`config.mk`:
```
export PLATFORM = sky130hd
export DESIGN_NAME = time_frame_receiver
export DESIGN_NICKNAME = d
export VERILOG_FILES = /design/src/rtl/tfr_pkg.sv /design/src/rtl/tfr_frame.sv /design/src/rtl/tfr_stats.sv /design/src/rtl/time_frame_receiver.sv
export SDC_FILE = /design/constraint.sdc
export NUM_CORES = 1
export LEC_CHECK = 0
export ABC_CLOCK_PERIOD_IN_PS = 12900
export BUFFER_PORTS_ARGS = -buffer_cell sky130_fd_sc_hd__buf_2
export CORE_ASPECT_RATIO = 1.75
export CORE_MARGIN = 3
export CORE_UTILIZATION = 63
export CTS_CLUSTER_SIZE = 24
export DETAILED_ROUTE_END_ITERATION = 8
export GPL_TIMING_DRIVEN = 0
export PLACE_DENSITY = 0.85
export REMOVE_ABC_BUFFERS = 1
export SYNTH_ARGS = -nofsm -noshare
export SYNTH_HDL_FRONTEND = slang
export SYNTH_SLANG_ARGS = --single-unit
```
`constraint.sdc`:
```
create_clock -name clk -period 12.9 [get_ports clk]
set_input_delay 1.935 -clock clk [delete_from_list [all_inputs] [get_ports clk]]
set_output_delay 1.935 -clock clk [all_outputs]
set_load 0.01 [all_outputs]
```
`src/rtl/tfr_pkg.sv`:
```
// tfr_pkg: shared types and constants for the time frame receiver
// no dependencies

package tfr_pkg;

  localparam int FRAME_LEN = 5;
  localparam int FILL_W = 3;
  localparam logic [FILL_W-1:0] LAST_FILL = FILL_W'(FRAME_LEN - 1);
  localparam logic [7:0] HEADER_RESET = 8'h55;
  localparam logic [7:0] MAX_HOUR = 8'd23;
  localparam logic [7:0] MAX_MIN = 8'd59;
  localparam logic [7:0] MAX_SEC = 8'd59;

  typedef enum logic [1:0] {
    KIND_BYTE  = 2'd0,
    KIND_ERROR = 2'd1,
    KIND_TAKE  = 2'd2
  } kind_t;

  typedef struct packed {
    logic       rx_byte;
    logic       line_err;
    logic       take;
    logic [7:0] data;
  } cmd_t;

  typedef struct packed {
    logic       took;
    logic [4:0] hour;
    logic [5:0] minute;
    logic [5:0] second;
    logic       pending;
    logic       accepted;
    logic       rejected;
  } frame_stat_t;

  typedef struct packed {
    logic [31:0] total;
    logic [31:0] errors;
    logic [31:0] bad;
    logic [7:0]  last;
  } count_stat_t;

endpackage

```
`src/rtl/tfr_frame.sv`:
```
// tfr_frame: frame assembly, running check, time hold and pending flag
// depends on tfr_pkg

module tfr_frame import tfr_pkg::*; (
  input  logic        clk,
  input  logic        rst,
  input  logic        fire,
  input  cmd_t        cmd,
  input  logic [7:0]  header,
  output frame_stat_t stat
);

  logic [FILL_W-1:0] fill, fill_next;
  logic [1:0]        fill_m1;
  logic [7:0]        xor_acc, xor_next;
  logic [7:0]        fb [FRAME_LEN-2];
  logic              pending, pending_next;
  logic [4:0]        hold_h, hold_h_next;
  logic [5:0]        hold_m, hold_m_next;
  logic [5:0]        hold_s, hold_s_next;
  logic              wr_en, took, acc, rej;

  assign fill_m1 = fill[1:0] - 2'd1;

  always_comb begin
    fill_next    = fill;
    xor_next     = xor_acc;
    pending_next = pending;
    hold_h_next  = hold_h;
    hold_m_next  = hold_m;
    hold_s_next  = hold_s;
    wr_en        = 1'b0;
    took         = 1'b0;
    acc          = 1'b0;
    rej          = 1'b0;
    if (cmd.line_err) begin
      fill_next = '0;
    end else if (cmd.take) begin
      if (pending) begin
        took         = 1'b1;
        pending_next = 1'b0;
      end
    end else if (cmd.rx_byte) begin
      if (fill == '0) begin
        if (cmd.data == header) begin
          fill_next = FILL_W'(1);
          xor_next  = cmd.data;
        end
      end else if (fill < LAST_FILL) begin
        wr_en     = 1'b1;
        fill_next = fill + FILL_W'(1);
        xor_next  = xor_acc ^ cmd.data;
      end else begin
        fill_next = '0;
        if (xor_acc == cmd.data && fb[0] <= MAX_HOUR &&
            fb[1] <= MAX_MIN && fb[2] <= MAX_SEC) begin
          hold_h_next  = fb[0][4:0];
          hold_m_next  = fb[1][5:0];
          hold_s_next  = fb[2][5:0];
          pending_next = 1'b1;
          acc          = 1'b1;
        end else begin
          rej = 1'b1;
        end
      end
    end
  end

  always_ff @(posedge clk) begin
    if (rst) begin
      fill    <= '0;
      pending <= 1'b0;
      hold_h  <= '0;
      hold_m  <= '0;
      hold_s  <= '0;
    end else if (fire) begin
      fill    <= fill_next;
      pending <= pending_next;
      hold_h  <= hold_h_next;
      hold_m  <= hold_m_next;
      hold_s  <= hold_s_next;
    end
  end

  // frame payload, only read once written in the same frame
  always_ff @(posedge clk) begin
    if (fire) begin
      xor_acc <= xor_next;
    end
    if (fire && wr_en) begin
      fb[fill_m1] <= cmd.data;
    end
  end

  always_comb begin
    stat.took     = took;
    stat.hour     = hold_h_next;
    stat.minute   = hold_m_next;
    stat.second   = hold_s_next;
    stat.pending  = pending_next;
    stat.accepted = acc;
    stat.rejected = rej;
  end

endmodule

```
`src/rtl/tfr_stats.sv`:
```
// tfr_stats: byte, line error and bad frame counters plus last byte
// depends on tfr_pkg

module tfr_stats import tfr_pkg::*; (
  input  logic        clk,
  input  logic        rst,
  input  logic        fire,
  input  cmd_t        cmd,
  input  logic        rejected,
  output count_stat_t stat
);

  logic [31:0] total, total_next;
  logic [31:0] errors, errors_next;
  logic [31:0] bad, bad_next;
  logic [7:0]  last, last_next;

  always_comb begin
    total_next  = cmd.rx_byte  ? total + 32'd1  : total;
    errors_next = cmd.line_err ? errors + 32'd1 : errors;
    bad_next    = rejected     ? bad + 32'd1    : bad;
    last_next   = cmd.rx_byte  ? cmd.data       : last;
  end

  always_ff @(posedge clk) begin
    if (rst) begin
      total  <= '0;
      errors <= '0;
      bad    <= '0;
      last   <= '0;
    end else if (fire) begin
      total  <= total_next;
      errors <= errors_next;
      bad    <= bad_next;
      last   <= last_next;
    end
  end

  always_comb begin
    stat.total  = total_next;
    stat.errors = errors_next;
    stat.bad    = bad_next;
    stat.last   = last_next;
  end

endmodule

```
`src/rtl/time_frame_receiver.sv`:
```
// time_frame_receiver: top level with input register, decode and result register
// depends on tfr_pkg, tfr_frame, tfr_stats

// Takes one transaction per cycle while in_stall is low: a received byte, a
// line error event or a take request. Each transaction passes through the
// input register, where the frame state and counters update, and then waits
// in the result register until taken; throughput is one per cycle while
// out_stall is low. in_stall rises only when both registers
// hold work and the result side stalls. frame_header is written through
// cfg_write/cfg_data and should only change while no transaction is in
// flight.
module time_frame_receiver import tfr_pkg::*; (
  input  logic        clk,
  input  logic        rst,
  input  logic        cfg_write,
  input  logic [7:0]  cfg_data,
  input  logic        in_valid,
  output logic        in_stall,
  input  logic [1:0]  kind,
  input  logic [7:0]  byte_value,
  output logic        out_valid,
  input  logic        out_stall,
  output logic        took_time,
  output logic [4:0]  hour,
  output logic [5:0]  minute,
  output logic [5:0]  second,
  output logic        time_pending,
  output logic        frame_accepted,
  output logic        frame_rejected,
  output logic [31:0] total_bytes,
  output logic [31:0] error_events,
  output logic [31:0] bad_frames,
  output logic [7:0]  last_byte
);

  logic        s1_valid;
  logic [1:0]  s1_kind;
  logic [7:0]  s1_data;
  logic        out_load, fire;
  logic [7:0]  header;
  cmd_t        cmd;
  frame_stat_t fstat;
  count_stat_t cstat;

  assign out_load = !out_valid || !out_stall;
  assign fire     = s1_valid && out_load;
  assign in_stall = s1_valid && !out_load;

  always_ff @(posedge clk) begin
    if (rst) begin
      header <= HEADER_RESET;
    end else if (cfg_write) begin
      header <= cfg_data;
    end
  end

  always_ff @(posedge clk) begin
    if (rst) begin
      s1_valid <= 1'b0;
    end else if (!in_stall) begin
      s1_valid <= in_valid;
    end
  end

  always_ff @(posedge clk) begin
    if (in_valid && !in_stall) begin
      s1_kind <= kind;
      s1_data <= byte_value;
    end
  end

  always_comb begin
    cmd.rx_byte  = 1'b0;
    cmd.line_err = 1'b0;
    cmd.take     = 1'b0;
    cmd.data     = s1_data;
    case (kind_t'(s1_kind))
      KIND_BYTE:  cmd.rx_byte  = 1'b1;
      KIND_ERROR: cmd.line_err = 1'b1;
      KIND_TAKE:  cmd.take     = 1'b1;
      default:    cmd.rx_byte  = 1'b0;
    endcase
  end

  tfr_frame u_frame (
    .clk    (clk),
    .rst    (rst),
    .fire   (fire),
    .cmd    (cmd),
    .header (header),
    .stat   (fstat)
  );

  tfr_stats u_stats (
    .clk      (clk),
    .rst      (rst),
    .fire     (fire),
    .cmd      (cmd),
    .rejected (fstat.rejected),
    .stat     (cstat)
  );

  always_ff @(posedge clk) begin
    if (rst) begin
      out_valid <= 1'b0;
    end else if (out_load) begin
      out_valid <= fire;
    end
  end

  always_ff @(posedge clk) begin
    if (fire) begin
      took_time      <= fstat.took;
      hour           <= fstat.hour;
      minute         <= fstat.minute;
      second         <= fstat.second;
      time_pending   <= fstat.pending;
      frame_accepted <= fstat.accepted;
      frame_rejected <= fstat.rejected;
      total_bytes    <= cstat.total;
      error_events   <= cstat.errors;
      bad_frames     <= cstat.bad;
      last_byte      <= cstat.last;
    end
  end

`ifndef NO_ASSERTIONS
  a_one_outcome: assert property (@(posedge clk) disable iff (rst)
    out_valid |-> !(frame_accepted && frame_rejected))
    else $error("frame both accepted and rejected");

  a_accept_pends: assert property (@(posedge clk) disable iff (rst)
    (out_valid && frame_accepted) |-> time_pending)
    else $error("accepted frame without pending time");

  a_take_clears: assert property (@(posedge clk) disable iff (rst)
    (out_valid && took_time) |-> !time_pending)
    else $error("pending flag still set after take");

  a_stall_cause: assert property (@(posedge clk) disable iff (rst)
    in_stall |-> (out_valid && out_stall && s1_valid))
    else $error("input stalled without a blocked result");
`endif

endmodule

```
# == Yosys cells after proc, flatten, opt, wreduce, memory -nomap -nowiden ==
# Memory sizes are Yosys's and may differ from the RTL's.
# Cells that the tools add are included.
# totals
ff_bits,278
inputBits,23
mem_count,1
word_cells,122
out_inout_bits,127
mem_bits_rw,24
# op_classes
order_cmp,4
add_sub_neg,5
n_bitwise,4
n_mux,55
n_eq_ne,7
reduce_logical,20
# memory_table
name,words,word_bits,read_ports,rd_ports_with_merged_regs,wr,line_no,text
u_frame.fb,3,8,3,0,1,tfr_frame.sv:16,logic [7:0] fb [FRAME_LEN-2];
# ops
op,count
"adder 32 x 1 -> 32 bit, second input constant",3
two-way mux 32 bit,3
two-way mux 6 bit,12
two-way mux 8 bit,4
two-way mux 5 bit,6
two-way mux 1 bit,24
two-way mux 3 bit,6
== test 8 bit,2
"<= comparator 8 x 6 -> 1 bit, second input constant",2
"<= comparator 8 x 5 -> 1 bit, second input constant",1
bitwise XOR 8 bit,1
logical AND 1 bit,7
AND reduction 6 bit,1
OR reduction 5 bit,1
logical NOT 1 bit,4
AND reduction 4 bit,1
nonzero test 2 bit,2
"adder 3 x 1 -> 3 bit, second input constant",1
logical NOT 3 bit,1
"less-than comparator 3 bit, second input constant",1
"inequality test 3 x 2 -> 1 bit, second input constant",1
inverter 1 bit,3
"== test 2 x 1 -> 1 bit, second input constant",1
"== test 2 bit, second input constant",1
6 further kinds,6

# == Depth between registers and ports, before layout ==
# Gate-level depths: netlist of the first run.
# depth
ltp_word,11
depth_mapped,10
depth_no_buf,7

# == By module ==
# Synthesis of the first run repeated with hierarchy kept, for this count alone.
# unflattened
hier_cells,1225
area_unflattened_um2,13608.1
# by_module_without_submodules
module,seq_area_each_um2,cells_per_inst,n_inst,area_per_inst_um2
tfr_stats,2082.0,847,1,6631.4
time_frame_receiver,4254.1,174,1,4445.5
tfr_frame,1381.3,204,1,2531.2

# == Least setup slack after synthesis of the first run ==
# OpenSTA, ideal clock, no wires.
# synth_path
kind,input to register
startpoint,input out_stall
endpoint,register bad_frames[0] (enable)
path_stages,5
path_slack_ns,6.095
arrival_ns,6.268
setup_ns,0.537
n_path_buf,3
cell_sequence,a21bo_2 > clkbuf_1 > inv_2 > clkbuf_1 > buf_1
# synth_via
elab_chain_cells,3
# synth_lines
item,line_no,text
start: declaration,time_frame_receiver.sv:22,"input logic out_stall,"
logical NOT 1 bit,time_frame_receiver.sv:45,assign out_load = !out_valid || !out_stall;
logical OR 1 bit,time_frame_receiver.sv:45,
logical AND 1 bit,time_frame_receiver.sv:46,assign fire = s1_valid && out_load;
named net fire,time_frame_receiver.sv:39,"logic out_load, fire;"
end signal: assignment,time_frame_receiver.sv:122,bad_frames <= cstat.bad;
end: declaration,time_frame_receiver.sv:32,"output logic [31:0] bad_frames,"
# The timed path passes the listed nets, and every way through them passes these cells.
# A chain may end at the register's enable or synchronous reset.

# == Worst setup path in the final report of the first run ==
# layout_path
startpoint,input out_stall
endpoint,register u_stats.bad[12]
# layout_via
elab_chain_cells,3
# layout_lines
item,line_no,text
logical NOT 1 bit,time_frame_receiver.sv:45,
logical OR 1 bit,time_frame_receiver.sv:45,
logical AND 1 bit,time_frame_receiver.sv:46,
end signal: assignment,tfr_stats.sv:34,bad <= bad_next;
end: declaration,tfr_stats.sv:15,"logic [31:0] bad, bad_next;"
# No other way between the ends.

==> results.md, run 1 <==
* Routing usage on met1 at approximately 28%
* Drt total wl at roughly 28000 um
* Standard cell area after detailed placement at between 0.01 and 0.015 mm^2
* Reg2Reg Launch Point: s1_kind[1]$_DFFE_PP_
* Worst endpoint data arrival time at between 5 and 6 ns
* Top area cells in the synthesized netlist: sky130_fd_sc_hd__edfxtp_1 (37%), sky130_fd_sc_hd__dfxtp_1 (20%), sky130_fd_sc_hd__xor2_1 (4.9%)
* GR Util All Layers at 23.94%
* Library cell with the highest instance count after synthesis: sky130_fd_sc_hd__edfxtp_1
* Worst setup path start: out_stall
* HP Start: u_stats.last[2]$_SDFFE_PP0P_
* Maximum Capacitance Violations at 0
* Share of layout cells above drive strength 1 at 18.35%
* Warnings from Yosys at 0
* Global-route congestion overflow total at 0
* Initial antenna violation count at 0
* Root Buffer: sky130_fd_sc_hd__clkbuf_16
* GR Layer Usage met2 at a little over two fifths
* Post-Place Cells at between 1500 and 2000
* Power density over the cells at 126.3 mW/mm^2
* Via count at between 9000 and 10000
* Summed area of non-filler cells in the final layout at around 0.015 mm^2
* Maximum number of pins on one net before global-route repair at around 110
* Post-synth ARST share at 0%
* Vias per cell at 6.031
* Outcome: finished clean
* Share of the synthesized area in the top cell type at 37.13%
* Min-Delay Path Class: reg -> reg
* Setup repair after global routing missed its margin: false
* CP Capture Type: register
* Gp weighted congestion at about 0.8
* Critical path start-end classification: in -> reg
* Post-detailed-route count of antenna-violating nets at 0
* Seq cells post-synth at approximately 300
* Post-Route Utilization at around 73%
* DRC Markers at 0
* Die outline width at 116.7 um
* Max Transition Viols Final at 0
* Hold_buf cts at 0
* Worst max-slew margin expressed relative to the limit at between 10% and 20%
* Final instance count without filler cells at around 1600
* Number of core rows at 70
* Critical Path Fanout Max at 90
* Final total negative setup slack at 0 ns
* Clock slew at reported path FFs at ~0.060 ns
* Max clock buf depth at 3
* Final-report hold violation count at 0
* Resize count post-CTS at 0
* Met3 global-route usage at under 10%
* Count of flip-flops with a built-in enable after synthesis at 167
* Fin crit period at 4.670 ns
* Net count reported at finish at about 1400
* Register area share after synthesis at between 50% and 60%
* Maximum operating frequency at ~210 MHz
* DRC violation total after the first TritonRoute iteration at about 600
* Post-Syn Instances at 1234
* Final HPWL DP at 18490 um
* Leak Pwr at roughly 5.5 nW
* Synth top cells by count: sky130_fd_sc_hd__edfxtp_1 (167), sky130_fd_sc_hd__dfxtp_1 (135), sky130_fd_sc_hd__nor2_1 (101)
* Period utilisation layout at 36.20%
* Critical path launch point type: primary input
* Synth-to-layout area growth at 13.55%
* Final setup violation count at 0
* Main synth FF type: sky130_fd_sc_hd__edfxtp_1
* Core box area at between 0.02 and 0.025 mm^2
* Later-pin clock latency in the skew report at between 0.5 and 0.6 ns
* Total Die Area at between 0.02 and 0.025 mm^2
* Total iterations of the first detailed-routing run at 5
* Transition time at the pin with the least slew margin at 1.245 ns
* Number of diodes at 0
* Cell taking the most area after synthesis: sky130_fd_sc_hd__edfxtp_1
* Die outline height at ~200 um
* Initial core utilization at approximately 64%
* IR drop worst, VDD at 127.8 uV
* Average cell area after synthesis at ~11 um^2
* Via count of the first global-routing pass at roughly 9500
* Critical Path RT at roughly 13 ns
* Post-detailed-route wirelength per cell at roughly 17 um
* Post-Syn Area at between 0.01 and 0.015 mm^2
* Netlist cell types at 47
* CTS tree: built
* Number of buffers added by the clock tree synthesis step at 27
* Skew final at ~0.019 ns
* First-pass GRT wire length at approximately 45000 um
* Number of I/O pins at 150
* Global-route layer with the greatest usage: met2
* # clock sinks at between 300 and 400
* Level count of the clock H-tree at 1
* Number of setup buffers added after CTS at 0
* Number of port buffers at 149
## area by class of cell
class	count	area [um^2]
fill	1462	5683
multi-input combinational	841	5441
tap	252	315.3
timing repair buffer	158	900.9
inverter	18	72.57
sequential	302	7717
clock buffer	32	694.4
clock inverter	17	195.2
## worst max-delay path, cell delays in order
cell                      delay (ns)
sky130_fd_sc_hd__buf_2          0.11
sky130_fd_sc_hd__a21bo_2        0.53
sky130_fd_sc_hd__inv_6          0.60
sky130_fd_sc_hd__buf_16         0.39
sky130_fd_sc_hd__nand2_1        0.64
sky130_fd_sc_hd__or4_1          0.71
sky130_fd_sc_hd__a21oi_1        0.15
## power by group
part / total (mW) / internal (mW) / switching (mW)
logic: 0.0768 / 0.0278 / 0.0490
clock network: 0.813 / 0.467 / 0.347
registers: 1.05 / 1.04 / 0.0114
total: 1.94 / 1.53 / 0.407
## through the flow
stage                     setup WS [ns]  hold WS, ns  total power, mW
final                             8.230       0.4540            1.938
after global routing              7.978       0.4859            1.998
after CTS                         8.204       0.4590            1.957
after detailed placement          7.621       0.4489            1.146
after global placement            2.301       0.4388            1.143
after floorplan                   5.458       0.4278            1.104
## state kept, by name, summed over array words and instances, names as in the netlist, 8 cells and up
register and count:
total_bytes 32, u_frame.xor_acc 8, bad_frames 32, u_stats.total 32, u_frame.fb 24, u_stats.last 8
last_byte 8, s1_data 8, u_stats.errors 32, error_events 32, header 8, u_stats.bad 32
## cells in the final DEF, fill, tap and decap left out, types with 4 or more instances in the layout
master	Yosys	routed
sky130_fd_sc_hd__edfxtp_1	167	167
sky130_fd_sc_hd__buf_2	18	148
sky130_fd_sc_hd__dfxtp_1	135	135
sky130_fd_sc_hd__nor2_1	101	100
sky130_fd_sc_hd__nand2_1	89	89
sky130_fd_sc_hd__xor2_1	76	76
sky130_fd_sc_hd__xnor2_1	71	71
sky130_fd_sc_hd__a21oi_1	67	67
sky130_fd_sc_hd__nand3_1	54	54
sky130_fd_sc_hd__o21ai_0	49	49
sky130_fd_sc_hd__nand4_1	39	39
sky130_fd_sc_hd__or4_1	36	36
sky130_fd_sc_hd__mux2_2	34	34
sky130_fd_sc_hd__o31ai_1	31	31
sky130_fd_sc_hd__nor3_1	30	30
sky130_fd_sc_hd__clkbuf_16	0	27
sky130_fd_sc_hd__or3_1	24	24
sky130_fd_sc_hd__nand4b_1	19	19
sky130_fd_sc_hd__nand2b_1	19	19
sky130_fd_sc_hd__inv_1	17	17
sky130_fd_sc_hd__nor2b_1	17	17
sky130_fd_sc_hd__nor4_1	16	16
sky130_fd_sc_hd__and3_1	13	13
sky130_fd_sc_hd__ha_1	10	10
sky130_fd_sc_hd__and4_1	9	9
sky130_fd_sc_hd__clkinv_2	0	9
sky130_fd_sc_hd__and2_1	6	6
sky130_fd_sc_hd__clkbuf_1	47	5
sky130_fd_sc_hd__mux2i_1	4	4
sky130_fd_sc_hd__a211o_1	4	4
sky130_fd_sc_hd__bufinv_16	0	4
sky130_fd_sc_hd__buf_6	0	4
sky130_fd_sc_hd__buf_8	0	4
## final timing paths
kind	slack, ns	endpoint	cells after the start
worst max register to register	8.65	u_stats.bad[12]$_SDFFE_PP0P_	7
worst min-delay path	0.45	u_stats.last[2]$_SDFFE_PP0P_	2
worst max-delay path	8.23	u_stats.bad[12]$_SDFFE_PP0P_	7
worst min register to register	0.45	u_stats.last[2]$_SDFFE_PP0P_	2
## cell families after synthesis
group / Yosys count / synth area share [%]
multiplexers: 38 / 3.131
flip-flops: 302 / 57.14
XOR/XNOR: 147 / 9.532
adder cells (fa/ha/maj): 10 / 0.9264
AND/OR/NAND/NOR: 489 / 19.92
buffers and inverters: 91 / 2.705
AO/OA/AOI/OAI: 157 / 6.651
## routing by layer
layer	routed length [um]	vias to the layer above
li1	-	4695
met1	10610	4761
met2	15350	245
met3	1080	69
met4	1059	0
met5	0	-
Note: power is estimated with default switching activity, not from simulation.
==> run 2, diff against run 1 <==
Settings changed: ABC_CLOCK_PERIOD_IN_PS 12900 to 4100, CORE_UTILIZATION 63 to 53, PLACE_DENSITY 0.85 to 0.76.
Clock period 12.9 ns to 4.1 ns, I/O delays scaled along.
==> results.md, run 2 (same netlist as run 1, synthesis figures left out) <==
* Root Buffer: sky130_fd_sc_hd__clkbuf_16
* R2R depth at 6
* Maximum number of pins on one net before global-route repair at between 100 and 150
* Share of layout cells above drive strength 1 at between 10% and 20%
* Critical path start-end classification: reg -> reg
* Commonest non-fill, non-tap cell in the layout: sky130_fd_sc_hd__edfxtp_1
* Maximum cell stage delay along the critical path at between 0.7 and 0.8 ns
* Final-report hold violation count at 0
* Worst endpoint data arrival time at about 3.9 ns
* Clock slew at reported path FFs at approximately 0.06 ns
* Number of I/O pins at 150
* Fin crit period at between 3 and 4 ns
* Final HPWL DP at 18790 um
* Die outline width at between 100 and 150 um
* Setup slack on the worst flop-to-flop path at ~0.47 ns
* Synth-to-layout area growth at 14.90%
* Vias per cell at 5.746
* Global-route congestion overflow total at 0
* Total Die Area at 0.02751 mm^2
* Filler cell count at approximately 2000
* Hold_buf cts at 0
* Skew final at roughly 0.0075 ns
* GR Util All Layers at approximately a fifth
* IR drop worst, VDD at ~300 uV
* Critical Path Fanout Max at 20
* First-pass GRT wire length at approximately 46000 um
* DRC Markers at 0
* CTS tree: built
* Initial core utilization at between 50% and 60%
* CP Capture Type: register
* Critical path launch point type: register
* Total iterations of the first detailed-routing run at 4
* Final setup violation count at 0
* Number of setup buffers added after CTS at 0
* Worst max-slew margin expressed relative to the limit at approximately 31%
* Worst path most repeated cell: sky130_fd_sc_hd__nand2_1
* Number of buffers added by the clock tree synthesis step at 28
* Worst r2r dst: minute[5]$_DFFE_PP_
* Post-detailed-route count of antenna-violating nets at 0
* Outcome: finished clean
* Min-Delay Path Class: in -> reg
* Net count reported at finish at ~1400
* Via count of the first global-routing pass at ~9500
* Critical Path, Cell by Cell: inv_1 -> ha_1 -> nand2_1 -> nor3_4 -> nand2_1 -> mux2_2
* HP Start: byte_value[1]
* Critical Path RT at 4.39 ns
* DRC violation total after the first TritonRoute iteration at between 700 and 800
* Most frequent cells in the layout: sky130_fd_sc_hd__edfxtp_1 (167), sky130_fd_sc_hd__buf_2 (148), sky130_fd_sc_hd__dfxtp_1 (135), sky130_fd_sc_hd__nor2_1 (100), sky130_fd_sc_hd__nand2_1 (88)
* Endpoint of the worst hold-timing path: s1_data[1]$_DFFE_PP_
* Maximum Capacitance Violations at 0
* Post-detailed-route wirelength per cell at around 17 um
* Power density over the cells at ~400 mW/mm^2
* Summed area of non-filler cells in the final layout at approximately 0.016 mm^2
* Setup repair after global routing missed its margin: false
* Total power at 6.254 mW
* Via count at about 9700
* Max Transition Viols Final at 0
* Die outline height at about 220 um
* # clock sinks at 302
* Leak Pwr at 5.580 nW
* Initial antenna violation count at 0
* Reg2Reg Launch Point: s1_kind[0]$_DFFE_PP_
* Period utilisation layout at around nine tenths
* Transition time at the pin with the least slew margin at approximately 1.0 ns
* Number of diodes at 0
* Instance count along the most critical hold path at 1
* Critical path's slowest cell: sky130_fd_sc_hd__ha_1
* Post-Route Utilization at a little over three fifths
* Final total negative setup slack at 0 ns
* Gp weighted congestion at around 0.79
* Level count of the clock H-tree at 1
* Core box area at roughly 0.025 mm^2
* Max clock buf depth at 3
* Later-pin clock latency in the skew report at roughly 0.55 ns
* Worst hold margin at ~0.24 ns
* Drt total wl at about 28000 um
* Number of port buffers at 149
* Standard cell area after detailed placement at ~0.015 mm^2
* Maximum operating frequency at approximately 280 MHz
* Number of core rows at 76
-- run 2: cell types whose count changed in the layout (fill, tap and decap cells not counted), sizes merged --
cell      delta
clkinvlp     -2
bufinv       -1
clkbuf      +12
clkinv       -6
-- run 2: worst max path at each step --
stage                     slack, ns                  from  cells after the start                            to
after floorplan               -3.34  s1_data[1]$_DFFE_PP_                      5             hour[0]$_DFFE_PP_
after global placement        -6.75  s1_data[1]$_DFFE_PP_                      5           minute[5]$_DFFE_PP_
after detailed placement      -0.20  s1_kind[0]$_DFFE_PP_                      7  u_stats.bad[15]$_SDFFE_PP0P_
after CTS                      0.05  s1_kind[0]$_DFFE_PP_                      8   u_stats.bad[7]$_SDFFE_PP0P_
after global routing           0.17  s1_kind[0]$_DFFE_PP_                      6           minute[5]$_DFFE_PP_
final                          0.47  s1_kind[0]$_DFFE_PP_                      6           minute[5]$_DFFE_PP_
-- run 2: per-stage QoR --
step,std cells,setup slack [ns]
finish,1683,0.4708
global route,1683,0.1743
CTS,1683,0.04553
detailed placement,1631,-0.1997
global placement,1622,-6.754
floorplan,1161,-3.342
-- run 2: timing repair --
item / 4_1_cts / 5_1_grt
hold endpoints to repair: 0 / 0
endpoints found under the setup margin: 27 / 34
gates resized for setup: 1 / 2
-- run 2: worst max-delay path: cells and delay by family, from the launching register on --
kind / cells / cell delay [ns]
muxes: 1 / 0.51
and+or+nand+nor: 3 / 1.58
buffers and inverters: 1 / 0.10
DFF: 1 / 0.41
adders and majority gates: 1 / 0.75
-- run 2: final cells by class --
| class | instances | area [um^2] | area share [%] |
|---|---|---|---|
| clock buffer | 44 | 863.3 | 5.563 |
| clock inverter | 8 | 113.9 | 0.7337 |
| inverter | 18 | 72.57 | 0.4676 |
| multi-input combinational | 841 | 5455 | 35.15 |
| sequential | 302 | 7717 | 49.73 |
| tap | 312 | 390.4 | 2.516 |
| timing repair buffer | 158 | 905.9 | 5.837 |
-- run 2: routing by layer --
metal	vias up	wire [um]	GRT usage [%]
li1	4710	-	-
met1	4661	10950	22.81
met2	243	15410	37.73
met3	56	1243	2.677
met4	0	874	8.017
met5	-	0	0
-- run 2: power breakdown --
part / internal, mW / switching [mW]
clock: 1.63 / 1.09
combinational: 0.0877 / 0.153
sequential: 3.26 / 0.0366
total: 4.98 / 1.28
